**src/rtl/msas_pkg.sv**
```systemverilog
// Shared types, codes and defaults of the multi-slot alarm scheduler.
package msas_pkg;

    // Default sizing, handed down from the top level
    localparam int DEFAULT_SLOTS       = 8;
    localparam int DEFAULT_ACTION_BITS = 8;
    localparam int DEFAULT_TIME_BITS   = 32;

    // Fixed field widths on the channels
    localparam int COMMAND_W   = 2;
    localparam int ACTION_ID_W = 8;
    localparam int DELAY_W     = 32;
    localparam int STATUS_W    = 2;
    localparam int SLOT_W      = 3;
    localparam int MASK_W      = 8;
    localparam int NOW_W       = 32;

    typedef enum logic [COMMAND_W-1:0] {
        CMD_SCHEDULE = 2'd0,
        CMD_CANCEL   = 2'd1,
        CMD_TICK     = 2'd2,
        CMD_DISPATCH = 2'd3
    } command_t;

    typedef enum logic [STATUS_W-1:0] {
        ST_DONE     = 2'd0,
        ST_FULL     = 2'd1,
        ST_NONE_DUE = 2'd2
    } status_t;

    // One command as held in the input register
    typedef struct packed {
        command_t               command;
        logic [ACTION_ID_W-1:0] action_id;
        logic [DELAY_W-1:0]     delay;
    } item_t;

    // One result as held in the output register
    typedef struct packed {
        status_t                status;
        logic [SLOT_W-1:0]      slot;
        logic [ACTION_ID_W-1:0] fired_action;
        logic [MASK_W-1:0]      armed_slots;
        logic [MASK_W-1:0]      due_slots;
        logic [NOW_W-1:0]       now_ticks;
    } result_t;

endpackage

```
**src/rtl/msas_cmd_if.sv**
```systemverilog
// Command channel: valid/ready handshake with the command payload.
interface msas_cmd_if;
    logic                               valid;
    logic                               ready;
    logic [msas_pkg::COMMAND_W-1:0]     command;
    logic [msas_pkg::ACTION_ID_W-1:0]   action_id;
    logic [msas_pkg::DELAY_W-1:0]       delay;

    modport source (output valid, command, action_id, delay, input ready);
    modport sink   (input valid, command, action_id, delay, output ready);
endinterface

```
**src/rtl/msas_rsp_if.sv**
```systemverilog
// Result channel: valid/ready handshake with the result payload.
interface msas_rsp_if;
    logic                               valid;
    logic                               ready;
    logic [msas_pkg::STATUS_W-1:0]      status;
    logic [msas_pkg::SLOT_W-1:0]        slot;
    logic [msas_pkg::ACTION_ID_W-1:0]   fired_action;
    logic [msas_pkg::MASK_W-1:0]        armed_slots;
    logic [msas_pkg::MASK_W-1:0]        due_slots;
    logic [msas_pkg::NOW_W-1:0]         now_ticks;

    modport source (output valid, status, slot, fired_action, armed_slots, due_slots,
                    now_ticks, input ready);
    modport sink   (input valid, status, slot, fired_action, armed_slots, due_slots,
                    now_ticks, output ready);
endinterface

```
**src/rtl/msas_in_stage.sv**
```systemverilog
// Input register: captures one command transfer and holds it until processed.
module msas_in_stage (
    input  logic              clk,
    input  logic              rst_n,
    msas_cmd_if.sink          req,
    input  logic              pop,
    output logic              item_valid,
    output msas_pkg::item_t   item
);

    logic            valid_reg;
    logic            valid_next;
    msas_pkg::item_t item_reg;
    logic            take;

    // Free when empty or emptied this cycle
    assign req.ready = !valid_reg || pop;
    assign take      = req.valid && req.ready;

    always_comb
    begin
        valid_next = valid_reg;
        if (take)
        begin
            valid_next = 1'b1;
        end
        else if (pop)
        begin
            valid_next = 1'b0;
        end
    end

    always_ff @(posedge clk or negedge rst_n)
    begin
        if (!rst_n)
        begin
            valid_reg <= 1'b0;
        end
        else
        begin
            valid_reg <= valid_next;
        end
    end

    // Payload, no reset
    always_ff @(posedge clk)
    begin
        if (take)
        begin
            item_reg.command   <= msas_pkg::command_t'(req.command);
            item_reg.action_id <= req.action_id;
            item_reg.delay     <= req.delay;
        end
    end

    assign item_valid = valid_reg;
    assign item       = item_reg;

endmodule

```
**src/rtl/msas_table.sv**
```systemverilog
// Alarm table: slot state, tick counter and the single-pass command logic.
module msas_table #(
    parameter int SLOTS       = msas_pkg::DEFAULT_SLOTS,
    parameter int ACTION_BITS = msas_pkg::DEFAULT_ACTION_BITS,
    parameter int TIME_BITS   = msas_pkg::DEFAULT_TIME_BITS
) (
    input  logic              clk,
    input  logic              rst_n,
    input  logic              fire,
    input  msas_pkg::item_t   item,
    output msas_pkg::result_t result
);

    localparam int SIDX_W = (SLOTS > 1) ? $clog2(SLOTS) : 1;

    logic [TIME_BITS-1:0]   time_reg;
    logic [TIME_BITS-1:0]   time_next;
    logic [SLOTS-1:0]       armed_reg;
    logic [SLOTS-1:0]       armed_next;
    logic [SLOTS-1:0]       due_reg;
    logic [SLOTS-1:0]       due_next;

    logic [TIME_BITS-1:0]   deadline_mem [SLOTS];
    logic [ACTION_BITS-1:0] action_mem   [SLOTS];

    logic [ACTION_BITS-1:0] act_in;
    logic [TIME_BITS-1:0]   dly_in;

    logic [SLOTS-1:0]       free_mask;
    logic [SLOTS-1:0]       free_oh;
    logic [SLOTS-1:0]       due_oh;
    logic [SIDX_W-1:0]      free_idx;
    logic [SIDX_W-1:0]      due_idx;
    logic [SLOTS-1:0]       cancel_hit;
    logic [SLOTS-1:0]       tick_hit;

    logic                   wr_en;
    msas_pkg::status_t      status;
    logic [SIDX_W-1:0]      slot_idx;
    logic [ACTION_BITS-1:0] fired;

    // Resize the fixed-width fields to the table's widths
    assign act_in = ACTION_BITS'(16'(item.action_id));
    assign dly_in = TIME_BITS'(64'(item.delay));

    // Lowest free slot and lowest due slot as one-hot masks
    assign free_mask = ~armed_reg;
    assign free_oh   = free_mask & ((~free_mask) + SLOTS'(1));
    assign due_oh    = due_reg & ((~due_reg) + SLOTS'(1));

    always_comb
    begin
        free_idx = '0;
        due_idx  = '0;
        for (int i = 0; i < SLOTS; i++)
        begin
            if (free_oh[i])
            begin
                free_idx = free_idx | SIDX_W'(i);
            end
            if (due_oh[i])
            begin
                due_idx = due_idx | SIDX_W'(i);
            end
        end
    end

    // Per-slot matches for cancel and tick
    always_comb
    begin
        for (int i = 0; i < SLOTS; i++)
        begin
            cancel_hit[i] = armed_reg[i] && (action_mem[i] == act_in);
            tick_hit[i]   = armed_reg[i] && (deadline_mem[i] == time_reg);
        end
    end

    // Command decode and next state
    always_comb
    begin
        armed_next = armed_reg;
        due_next   = due_reg;
        time_next  = time_reg;
        wr_en      = 1'b0;
        status     = msas_pkg::ST_DONE;
        slot_idx   = '0;
        fired      = '0;
        unique case (item.command)
            msas_pkg::CMD_SCHEDULE:
            begin
                if (|free_mask)
                begin
                    armed_next = armed_reg | free_oh;
                    due_next   = due_reg & ~free_oh;
                    wr_en      = 1'b1;
                    slot_idx   = free_idx;
                end
                else
                begin
                    status = msas_pkg::ST_FULL;
                end
            end
            msas_pkg::CMD_CANCEL:
            begin
                armed_next = armed_reg & ~cancel_hit;
                due_next   = due_reg & ~cancel_hit;
            end
            msas_pkg::CMD_TICK:
            begin
                due_next  = due_reg | tick_hit;
                time_next = time_reg + TIME_BITS'(1);
            end
            msas_pkg::CMD_DISPATCH:
            begin
                if (|due_reg)
                begin
                    armed_next = armed_reg & ~due_oh;
                    due_next   = due_reg & ~due_oh;
                    slot_idx   = due_idx;
                    fired      = action_mem[due_idx];
                end
                else
                begin
                    status = msas_pkg::ST_NONE_DUE;
                end
            end
            default:
            begin
            end
        endcase
    end

    // Control state
    always_ff @(posedge clk or negedge rst_n)
    begin
        if (!rst_n)
        begin
            time_reg  <= '0;
            armed_reg <= '0;
            due_reg   <= '0;
        end
        else if (fire)
        begin
            time_reg  <= time_next;
            armed_reg <= armed_next;
            due_reg   <= due_next;
        end
    end

    // Slot contents, written when a slot is armed
    always_ff @(posedge clk)
    begin
        if (fire && wr_en)
        begin
            deadline_mem[free_idx] <= time_reg + dly_in;
            action_mem[free_idx]   <= act_in;
        end
    end

    // Result fields, state after the step
    always_comb
    begin
        result.status       = status;
        result.slot         = msas_pkg::SLOT_W'(8'(slot_idx));
        result.fired_action = msas_pkg::ACTION_ID_W'(16'(fired));
        result.armed_slots  = msas_pkg::MASK_W'(32'(armed_next));
        result.due_slots    = msas_pkg::MASK_W'(32'(due_next));
        result.now_ticks    = msas_pkg::NOW_W'(64'(time_next));
    end

endmodule

```
**src/rtl/msas_out_stage.sv**
```systemverilog
// Output register: holds one result until the result transfer completes.
module msas_out_stage (
    input  logic              clk,
    input  logic              rst_n,
    input  logic              load,
    input  msas_pkg::result_t result,
    output logic              can_take,
    msas_rsp_if.source        rsp
);

    logic              valid_reg;
    logic              valid_next;
    msas_pkg::result_t result_reg;

    assign can_take = !valid_reg || rsp.ready;

    always_comb
    begin
        valid_next = valid_reg;
        if (load)
        begin
            valid_next = 1'b1;
        end
        else if (rsp.ready)
        begin
            valid_next = 1'b0;
        end
    end

    always_ff @(posedge clk or negedge rst_n)
    begin
        if (!rst_n)
        begin
            valid_reg <= 1'b0;
        end
        else
        begin
            valid_reg <= valid_next;
        end
    end

    // Payload, no reset
    always_ff @(posedge clk)
    begin
        if (load)
        begin
            result_reg <= result;
        end
    end

    assign rsp.valid        = valid_reg;
    assign rsp.status       = result_reg.status;
    assign rsp.slot         = result_reg.slot;
    assign rsp.fired_action = result_reg.fired_action;
    assign rsp.armed_slots  = result_reg.armed_slots;
    assign rsp.due_slots    = result_reg.due_slots;
    assign rsp.now_ticks    = result_reg.now_ticks;

endmodule

```
**src/rtl/multi_slot_alarm_scheduler_core.sv**
```systemverilog
// Top level of the multi-slot alarm scheduler.
//
//  channel | direction | payload                                              | one transfer
//  --------+-----------+------------------------------------------------------+-------------
//  req     | in        | command, action_id, delay                            | one command
//  rsp     | out       | status, slot, fired_action, armed_slots, due_slots,  | one result
//          |           | now_ticks                                            |
//
//  Every command gives exactly one result: it waits in the input register, then goes
//  through the table logic into the result register. A command per cycle is sustained
//  while rsp does not stall; the table updates all slots in one pass.
//  rst_n clears the tick counter and the armed and due masks; no clearing pass.
//  A stalled result holds the table; the input register still takes one command.
module multi_slot_alarm_scheduler_core #(
    parameter int SLOTS       = msas_pkg::DEFAULT_SLOTS,
    parameter int ACTION_BITS = msas_pkg::DEFAULT_ACTION_BITS,
    parameter int TIME_BITS   = msas_pkg::DEFAULT_TIME_BITS
) (
    input  logic        clk,
    input  logic        rst_n,
    msas_cmd_if.sink    req,
    msas_rsp_if.source  rsp
);

    logic              item_valid;
    msas_pkg::item_t   item;
    msas_pkg::result_t result;
    logic              can_take;
    logic              fire;

    // Process the held command when the result register is free
    assign fire = item_valid && can_take;

    msas_in_stage u_in (
        .clk        (clk),
        .rst_n      (rst_n),
        .req        (req),
        .pop        (fire),
        .item_valid (item_valid),
        .item       (item)
    );

    msas_table #(
        .SLOTS       (SLOTS),
        .ACTION_BITS (ACTION_BITS),
        .TIME_BITS   (TIME_BITS)
    ) u_table (
        .clk    (clk),
        .rst_n  (rst_n),
        .fire   (fire),
        .item   (item),
        .result (result)
    );

    msas_out_stage u_out (
        .clk      (clk),
        .rst_n    (rst_n),
        .load     (fire),
        .result   (result),
        .can_take (can_take),
        .rsp      (rsp)
    );

endmodule

```
**src/flat_wrapper.sv**
```systemverilog
// flat-port wrapper written by rule: the top's interface ports become plain ports
module multi_slot_alarm_scheduler_core_flat 
#(
    parameter int SLOTS       = msas_pkg::DEFAULT_SLOTS,
    parameter int ACTION_BITS = msas_pkg::DEFAULT_ACTION_BITS,
    parameter int TIME_BITS   = msas_pkg::DEFAULT_TIME_BITS
)
  (clk, rst_n, req_valid, req_command, req_action_id, req_delay, req_ready, rsp_valid, rsp_status, rsp_slot, rsp_fired_action, rsp_armed_slots, rsp_due_slots, rsp_now_ticks, rsp_ready);
  msas_cmd_if req_i ();
  msas_rsp_if rsp_i ();
  input  logic clk;
  input  logic rst_n;
  input wire logic [$bits(req_i.valid)-1:0] req_valid;
  input wire logic [$bits(req_i.command)-1:0] req_command;
  input wire logic [$bits(req_i.action_id)-1:0] req_action_id;
  input wire logic [$bits(req_i.delay)-1:0] req_delay;
  output wire logic [$bits(req_i.ready)-1:0] req_ready;
  output wire logic [$bits(rsp_i.valid)-1:0] rsp_valid;
  output wire logic [$bits(rsp_i.status)-1:0] rsp_status;
  output wire logic [$bits(rsp_i.slot)-1:0] rsp_slot;
  output wire logic [$bits(rsp_i.fired_action)-1:0] rsp_fired_action;
  output wire logic [$bits(rsp_i.armed_slots)-1:0] rsp_armed_slots;
  output wire logic [$bits(rsp_i.due_slots)-1:0] rsp_due_slots;
  output wire logic [$bits(rsp_i.now_ticks)-1:0] rsp_now_ticks;
  input wire logic [$bits(rsp_i.ready)-1:0] rsp_ready;
  assign req_i.valid = req_valid;
  assign req_i.command = req_command;
  assign req_i.action_id = req_action_id;
  assign req_i.delay = req_delay;
  assign req_ready = req_i.ready;
  assign rsp_valid = rsp_i.valid;
  assign rsp_status = rsp_i.status;
  assign rsp_slot = rsp_i.slot;
  assign rsp_fired_action = rsp_i.fired_action;
  assign rsp_armed_slots = rsp_i.armed_slots;
  assign rsp_due_slots = rsp_i.due_slots;
  assign rsp_now_ticks = rsp_i.now_ticks;
  assign rsp_i.ready = rsp_ready;
  multi_slot_alarm_scheduler_core #(.SLOTS(SLOTS), .ACTION_BITS(ACTION_BITS), .TIME_BITS(TIME_BITS)) u_core (.clk(clk), .rst_n(rst_n), .req(req_i), .rsp(rsp_i));
endmodule
```
**config.mk**
```make
export PLATFORM = sky130hd
export DESIGN_NAME = multi_slot_alarm_scheduler_core_flat
export DESIGN_NICKNAME = d
export VERILOG_FILES = /design/src/rtl/msas_pkg.sv /design/src/rtl/msas_cmd_if.sv /design/src/rtl/msas_rsp_if.sv /design/src/rtl/msas_in_stage.sv /design/src/rtl/msas_table.sv /design/src/rtl/msas_out_stage.sv /design/src/rtl/multi_slot_alarm_scheduler_core.sv /design/src/flat_wrapper.sv
export SDC_FILE = /design/constraint.sdc
export NUM_CORES = 1
export LEC_CHECK = 0
export ABC_AREA = 1
export BUFFER_PORTS_ARGS = -buffer_cell sky130_fd_sc_hd__buf_4
export CORE_UTILIZATION = 40
export CTS_CLUSTER_SIZE = 25
export DETAILED_ROUTE_END_ITERATION = 6
export MAX_ROUTING_LAYER = met4
export SLEW_MARGIN = 20
export SYNTH_ARGS = -nofsm -noshare
export SYNTH_HDL_FRONTEND = slang
export SYNTH_SLANG_ARGS = --single-unit
```
**constraint.sdc**
```tcl
create_clock -name clk -period 9.3 [get_ports clk]
set_input_delay 0 -clock clk [delete_from_list [all_inputs] [get_ports clk]]
set_output_delay 0 -clock clk [all_outputs]
set_load 0.01 [all_outputs]
```
==> results of run 1 <==
==> worst max-delay path: cells and delay by family (launching register included) <==
family / cells / cell delay [ns]
DFF: 1 / 0.56
and+or+nand+nor: 3 / 0.42
adders and majority gates: 1 / 0.44
AOI/OAI and AO/OA: 3 / 0.99
xor gates and xnor gates: 1 / 0.89
==> per-layer routing <==
metal,GRT usage,wire length (um),part of all wire
met1,0.357,33800,0.39
met2,0.503,43100,0.50
met5,-,0,0
met3,0.0383,5430,0.063
met4,0.137,4530,0.052
==> final timing paths <==
check | start | end | cells after the start
max | u_core.u_table.time_reg[2]$_DFFE_PN0P_ | u_core.u_table.deadline_mem[2][17]$_DFFE_PP_ | 8
min | rst_n | u_core.u_table.due_reg[0]$_DFFE_PN0P_ | 2
max reg2reg | u_core.u_table.time_reg[2]$_DFFE_PN0P_ | u_core.u_table.deadline_mem[2][17]$_DFFE_PP_ | 8
min reg2reg | u_core.u_table.due_reg[1]$_DFFE_PN0P_ | u_core.u_table.due_reg[1]$_DFFE_PN0P_ | 2
max in group asynchronous | rst_n | u_core.u_table.time_reg[8]$_DFFE_PN0P_ | 2
min in group clk | req_delay[17] | u_core.u_in.item[17]$_DFFE_PP_ | 2
==> power by group <==
part	switching [W]	internal, W
combinational	0.00165	0.000601
clock	0.000919	0.00134
sequential	0.000293	0.00278
total	0.00286	0.00472
==> logic make-up (layout without fill, tap and decap cells) <==
family / count (synthesis) / after routing / share of synthesized area
buf+inv: 329 / 531 / 0.0586
simple gates: 1102 / 1102 / 0.203
compound gates: 238 / 238 / 0.0577
other cells: 0 / 1 / 0
flops: 473 / 473 / 0.591
xor+xnor: 186 / 186 / 0.0693
fa+ha+maj: 37 / 37 / 0.0199
==> per-stage QoR <==
stage / total power (W) / instances / setup slack, ns / hold slack [ns] / cell area, um^2
after floorplan: 0.00424 / 2365 / 4.70 / -0.296 / 23600
after global placement: 0.00532 / 3183 / 5.64 / 0.173 / 25200
after detailed placement: 0.00531 / 3183 / 5.72 / 0.179 / 25200
after CTS: 0.00759 / 3332 / 5.70 / 0.0608 / 27500
after global routing: 0.00785 / 3332 / 5.52 / 0.0735 / 27500
final: 0.00758 / 3333 / 5.63 / 0.0433 / 27500
==> layout by cell type (no fill, tap or decap), types with 5 or more instances in the layout <==
cell type,Yosys,layout
a21oi_1,56,56
a221oi_1,5,5
a31oi_1,5,5
buf_4,7,131
bufinv_16,0,7
clkbuf_1,22,13
clkbuf_16,0,55
clkbuf_8,1,7
clkinv_1,3,5
clkinv_2,0,8
dfrtp_1,50,50
dlygate4sd3_1,0,47
edfxtp_1,423,423
ha_1,36,36
inv_1,240,238
inv_2,7,9
inv_6,1,7
nand2_1,655,655
nand2_2,5,5
nand3_1,133,133
nand3b_1,22,22
nand4_1,40,40
nor2_1,151,146
nor2_2,5,5
nor2_4,7,12
nor3_1,45,43
nor4_1,7,7
o2111ai_1,11,11
o211ai_1,9,9
o21ai_0,106,106
o22ai_1,26,26
or2_2,18,18
xnor2_1,95,95
xor2_1,90,89
==> layout make-up <==
class                   instances  area [um^2]
fillers                      5468        30500
inverters                     251          950
multi-input cells            1563         8320
flip-flops and latches        473        14000
well taps                     765          957
clock inverters                27          349
diodes                          1         2.50
clock buffers                  75         1520
repair buffers                178         1450
==> repair_timing <==
| item | CTS | global route |
|---|---|---|
| hold buffers | 47 | 0 |
| buffers inserted | 0 | 0 |
| hold endpoints to repair | 94 | 0 |
| resized for setup | 0 | 0 |
==> qor.yml, run 1 <==
fin_crit_ns: 3.67
ys_seq_elements: 473
hold_class: "input pin to asynchronous set/reset pin"
cp_cell_sequence: "ha_1, nand3_1, nand2_1, a21boi_0, o21ai_0, nand2_1, a21oi_1, xor2_1"
io-pin-count: 109
ys_types: 51
clockBufferDepth: 3
finalClockSkew_ns: 0.0210
grt_usage: 0.299
async_flop_share: 0.106
path_class: "flop to flop"
die_x_um: 245
status: "finished, violations left"
power.leakage_nw: 11.1
slew_headroom: 0.251
synth.most_common_cell: "nand2_1"
yosysTopAreaCell: "edfxtp_1"
wire_per_inst_um: 26.0
cts.sinks: 473
netlist_instances: 2365
path_max_fanout: 9
violations: "DRC"
final_nets: 2604
clkLatencyLatePin_ns: 0.63
irDropWorstVdd_mv: 0.179
portBuffers: 108
root_buffer: "clkbuf_16"
antenna_found_initial: 1
maxCapViolCount: 0
drt_iter0_markers: 1823
grt.overflow.total: 0
areaGrowthSynthToFinish_pct: 16.5
finalCoreUtilization: 0.474
synth_area_leaders: "edfxtp_1 (54%), nand2_1 (10%), dfrtp_1 (5.3%), inv_1 (3.8%), xnor2_1 (3.5%)"
num_rows: 88
via_count: 17999
fp.dieH_um: 245
gp_congestion: 0.974
worstPathRequired_ns: 9.57
drv_slew: 0
setup_viol: 0
cts.clk_slew.worst_paths_ns: 0.06
synthesis.nets: 2448
crit_top_cell: "nand2_1"
synth_edf_count: 423
drive_above_1_share: 0.110
core_area_um2: 58000
largest_reg_flops: 256
startpoint_type: "flop"
netlist_area_um2: 23600
crit_path_end_kind: "flop"
crit_arrival_ns: 3.94
place_hpwl_um: 63000
worst_pin_slew_ns: 1.12
drc: 3
grt_pass1_wl_um: 123000
yosysWarnings: 0
cpMaxStageDelayCell: "xor2_1"
syn_avg_cell_area_um2: 9.98
final.setup.tns_ns: 0
grt_setup_unrepaired: "false"
synth_common_cells: "nand2_1 (655), edfxtp_1 (423), inv_1 (240), nor2_1 (151), nand3_1 (133)"
htree_num_levels: 2
synth_top_area_frac: 0.538
powerDensity_nw_per_um2: 276
vias_per_cell: 5.40
fmax_ghz: 0.272
start_util: 0.407
route.antenna.remaining_nets: 0
wl_um: 86800
numCtsBuffers: 54
hold_viol: 0
yosysSeqAreaShare: 0.591
grt_max_degree: 70
timing.final.crit_share: 0.395
r2r_slack_ns: 5.63
die_area_um2: 60000
firstDrtPassIters: 7
cpPeakStageDelay_ns: 0.89
cts_tree: "done"
synth_top_flop_cell: "edfxtp_1"
grt_pass1_vias: 17617
Note: power is estimated with default switching activity, not from simulation.
==> inputs of run 2 (changes only) <==
Clock period 9.3 ns to 3.5 ns, I/O delays scaled along.
==> qor.yml, run 2 (same netlist as run 1, synthesis figures left out) <==
final_nets: 2660
finalCoreUtilization: 0.480
layoutNonFillerInstCount: 3385
wl_um: 87800
worstPathRequired_ns: 3.79
clockBufferDepth: 3
wl_met2_um: 43600
antenna_found_initial: 0
final_cell_mix: "nand2_1 (655), edfxtp_1 (423), inv_1 (238)"
drive_above_1_share: 0.124
reg2reg_depth: 8
path_max_fanout: 9
grt_usage: 0.303
cts.clk_slew.worst_paths_ns: 0.06
grt_pass1_wl_um: 125000
portBuffers: 108
grt_pass1_vias: 17852
cts_setup_buffers: 0
die_x_um: 245
timing.final.crit_share: 0.921
finalClockSkew_ns: 0.0304
die_area_um2: 60000
grt_max_degree: 128
clkLatencyLatePin_ns: 0.62
largest_reg_flops: 256
hold_class: "input pin to asynchronous set/reset pin"
multi_input_area_um2: 8360
r2r_slack_ns: 0.27
fillers: 5361
placed_cells: 3239
hold_viol: 0
fin_crit_ns: 3.23
setup_viol: 0
crit_path_end: "u_core.u_table.deadline_mem[7][13]$_DFFE_PP_"
worst_pin_slew_ns: 1.14
grt.overflow.total: 0
via_count: 18173
io-pin-count: 109
wire_per_inst_um: 25.9
startpoint: "u_core.u_table.time_reg[2]$_DFFE_PN0P_"
layout_commonest_cell: "nand2_1"
fp.dieH_um: 245
r2r-end: "u_core.u_table.deadline_mem[7][13]$_DFFE_PP_"
drv_slew: 0
drt_iter0_markers: 1558
fmax_ghz: 0.310
vias_per_cell: 5.37
cts_tree: "done"
htree_num_levels: 2
maxCapViolCount: 0
cts.sinks: 473
grt_setup_unrepaired: "false"
p_total_w: 0.0202
gp_congestion: 0.968
num_rows: 88
root_buffer: "clkbuf_16"
powerDensity_nw_per_um2: 723
core_area_um2: 58000
place_hpwl_um: 65000
areaGrowthSynthToFinish_pct: 18.1
status: "finished clean"
power.leakage_nw: 11.3
numCtsBuffers: 54
firstDrtPassIters: 5
wl_met1_um: 35000
route.antenna.remaining_nets: 0
startpoint_type: "flop"
regArea_um2: 14000
slew_headroom: 0.237
crit_path_end_kind: "flop"
path_class: "flop to flop"
start_util: 0.407
highest_layer: "met4"
drc: 0
wl_met3_um: 4720
reg2reg_from: "u_core.u_table.time_reg[2]$_DFFE_PN0P_"
crit_arrival_ns: 3.51
irDropWorstVdd_mv: 0.465
-- run 2: cell types whose count changed in the layout (fill, tap and decap cells not counted), moves of 5 or more --
cell | previous run | this run
buf_4 | 131 | 180
clkinv_1 | 5 | 10
clkbuf_8 | 7 | 1
buf_12 | 0 | 7
clkbuf_1 | 13 | 20
inv_6 | 7 | 1
-- run 2: worst min-delay path by stage --
stage          startpoint                                      end  slack [ns]  depth (start not counted)
2_1_floorplan       rst_n       u_core.u_in.item_valid$_DFFE_PN0P_       -0.30                          0
3_3_place_gp        rst_n   u_core.u_table.time_reg[1]$_DFFE_PN0P_        0.18                          1
3_5_place_dp        rst_n    u_core.u_table.due_reg[0]$_DFFE_PN0P_        0.15                          1
4_1_cts             rst_n  u_core.u_table.armed_reg[3]$_DFFE_PN0P_        0.04                          2
5_1_grt             rst_n  u_core.u_table.armed_reg[3]$_DFFE_PN0P_        0.08                          2
6_report            rst_n  u_core.u_table.armed_reg[3]$_DFFE_PN0P_        0.02                          2
-- run 2: routing by layer --
layer / track usage / up-vias
met5: - / -
met4: 0.139 / 0
li1: - / 8374
met3: 0.0337 / 169
met1: 0.363 / 8924
met2: 0.512 / 706
-- run 2: power by group --
group          total [W]  internal [W]  switching (W)  leakage (nW)
clock            0.00559       0.00323        0.00236         0.810
sequential       0.00803       0.00737       0.000661          4.58
combinational    0.00654       0.00188        0.00466          5.88
total             0.0202        0.0125        0.00769          11.3
-- run 2: timing repair --
item / CTS / global route
hold buffers: 47 / 0
hold endpoints to repair: 94 / 0
endpoints found under the setup margin: 0 / 16
gates resized for setup: 0 / 2
-- run 2: area by class of cell --
type | count | area share
clock inverters | 23 | 0.00893
clock buffers | 75 | 0.0517
diodes | 1 | 0.0000898
well taps | 765 | 0.0343
flip-flops and latches | 473 | 0.501
repair buffers | 234 | 0.0704
inverters | 251 | 0.0341
multi-input cells | 1563 | 0.300
-- run 2: through the flow --
step           area, um^2  setup WS (ns)  hold slack (ns)  TNS, ns
6_report            27900          0.275           0.0205        0
3_5_place_dp        25700          0.144            0.149        0
2_1_floorplan       23600        -0.0157           -0.296    -1.99
4_1_cts             27900          0.123           0.0426        0
3_3_place_gp        25700          0.246            0.178        0
5_1_grt             27900         0.0548           0.0768        0
-- run 2: critical path, cell delays in order (launching register included) --
cell	delay [ns]
dfrtp_1	0.53
ha_1	0.43
nand3_1	0.09
nand2_1	0.17
a21boi_0	0.15
o21ai_0	0.48
nand2_1	0.16
nand2_1	0.16
xor2_1	0.73
==> inputs of run 3 (changes only) <==
Settings changed: ABC_CLOCK_PERIOD_IN_PS set to 3500, REMOVE_ABC_BUFFERS set to 1.
==> qor.yml, run 3 (same netlist as run 1, synthesis figures left out) <==
cts.sinks: 473
power_frac_seq: 0.379
pwr-share-clk: 0.273
final_cell_mix: "nand2_1 (655), edfxtp_1 (423), inv_1 (238)"
hold_class: "input pin to asynchronous set/reset pin"
path_class: "flop to flop"
status: "finished clean"
place_hpwl_um: 67000
grt_setup_unrepaired: "false"
worstPathRequired_ns: 3.79
irDropWorstVdd_mv: 0.564
r2r_slack_ns: 0.42
p_int_w: 0.0127
finalCoreUtilization: 0.484
cpPeakStageDelay_ns: 0.72
route.antenna.remaining_nets: 0
numCtsBuffers: 52
cts_tree: "done"
largest_reg_flops: 256
io-pin-count: 109
dp_slack_ns: 0.458
maxCapViolCount: 0
layoutNonFillerInstCount: 3408
path_max_fanout: 8
portBuffers: 108
cp_cell_sequence: "ha_1, a21oi_1, nand2_1, a21boi_0, o21ai_0, nand2_1, nand2_1, nand2_1, nand2_1, xor2_1"
antenna_found_initial: 3
slew_headroom: 0.302
die_area_um2: 60000
startpoint: "u_core.u_table.time_reg[2]$_DFFE_PN0P_"
wl_um: 91800
drive_above_1_share: 0.134
die_x_um: 245
drt_iter0_markers: 1859
core_area_um2: 58000
cpMaxStageDelayCell: "xor2_1"
power.leakage_nw: 11.4
clockBufferDepth: 3
r2r-end: "u_core.u_table.deadline_mem[4][21]$_DFFE_PP_"
via_count: 18526
fmax_ghz: 0.324
placed_cells: 3260
fp.dieH_um: 245
clkLatencyLatePin_ns: 0.62
grt.overflow.total: 0
drc: 0
reg2reg_from: "u_core.u_table.time_reg[2]$_DFFE_PN0P_"
drv_slew: 0
switching_share: 0.387
start_util: 0.407
critical_path.top_delay_family: "compound AO/OA/AOI/OAI gates"
timing.final.crit_share: 0.881
cts.clk_slew.worst_paths_ns: 0.06
final.setup.tns_ns: 0
htree_num_levels: 2
crit_path_end_kind: "flop"
gp_congestion: 0.985
root_buffer: "clkbuf_16"
num_rows: 88
hold_viol: 0
p_comb_frac: 0.348
vias_per_cell: 5.44
power_switching_w: 0.00800
firstDrtPassIters: 5
finalClockSkew_ns: 0.0212
grt_pass1_wl_um: 129000
crit_arrival_ns: 3.37
setup_viol: 0
crit_top_cell: "nand2_1"
worst_hold_slack_ns: 0.0585
areaGrowthSynthToFinish_pct: 18.9
startpoint_type: "flop"
reg2reg_depth: 10
layout_commonest_cell: "nand2_1"
wire_per_inst_um: 26.9
powerDensity_nw_per_um2: 736
worst-path-buf-inv: 0
worst_pin_slew_ns: 1.04
grt_usage: 0.316
post-route-worst-setup-slack_ns: 0.417
fin_crit_ns: 3.08
final_nets: 2679
grt_pass1_vias: 18190
grt_max_degree: 130
## run 3: how the worst max path moves through the flow
stage                                                              end  slack, ns  cells after the start
after floorplan              u_core.u_table.action_mem[1][0]$_DFFE_PP_      -2.57                      5
after global placement    u_core.u_table.deadline_mem[4][13]$_DFFE_PP_       0.47                      8
after detailed placement  u_core.u_table.deadline_mem[2][21]$_DFFE_PP_       0.46                     10
after CTS                 u_core.u_table.deadline_mem[4][21]$_DFFE_PP_       0.44                     10
after global routing      u_core.u_table.deadline_mem[6][27]$_DFFE_PP_       0.23                      8
final                     u_core.u_table.deadline_mem[4][21]$_DFFE_PP_       0.42                     10
## run 3: worst reg2reg max path, stage by stage, from the launching register on
cell,delay [ns]
dfrtp_1,0.38
ha_1,0.35
a21oi_1,0.16
nand2_1,0.14
a21boi_0,0.36
o21ai_0,0.26
nand2_1,0.14
nand2_1,0.10
nand2_1,0.09
nand2_1,0.06
xor2_1,0.72
## run 3: repair_timing
action                    in CTS  in global routing
hold buffers                  47                  0
hold endpoints to repair      94                  0
resized for setup              0                  0
buffers inserted               0                  0
## run 3: power by group through the flow
stage	sequential (W)	combinational [W]	clock [W]
6_report	0.00783	0.00719	0.00565
5_1_grt	0.00787	0.00755	0.00592
4_1_cts	0.00782	0.00710	0.00572
3_5_place_dp	0.00793	0.00705	0
3_3_place_gp	0.00792	0.00706	0
2_1_floorplan	0.00805	0.00299	0
## run 3: layout make-up
class                      count  area [um^2]
antenna                        4         10.0
inverter                     251          950
timing repair buffer         255         2140
sequential                   473        14000
clock buffer                  70         1420
fill                        5365        30000
multi-input combinational   1563         8340
tap                          765          957
clock inverter                27          302
## run 3: metal layers
layer  vias to the layer above  GRT usage  wire length (um)
met5                         -          -                 0
met4                         0      0.158              5070
met3                       191     0.0457              6010
met2                       760      0.518             44500
met1                      9160      0.381             36200
li1                       8415          -                 -
## run 3: metrics by stage
| stage | total power [W] | area, um^2 |
|---|---|---|
| detailed placement | 0.0150 | 25900 |
| global placement | 0.0150 | 25900 |
| floorplan | 0.0110 | 23200 |
| CTS | 0.0206 | 28100 |
| global route | 0.0213 | 28100 |
| finish | 0.0207 | 28100 |
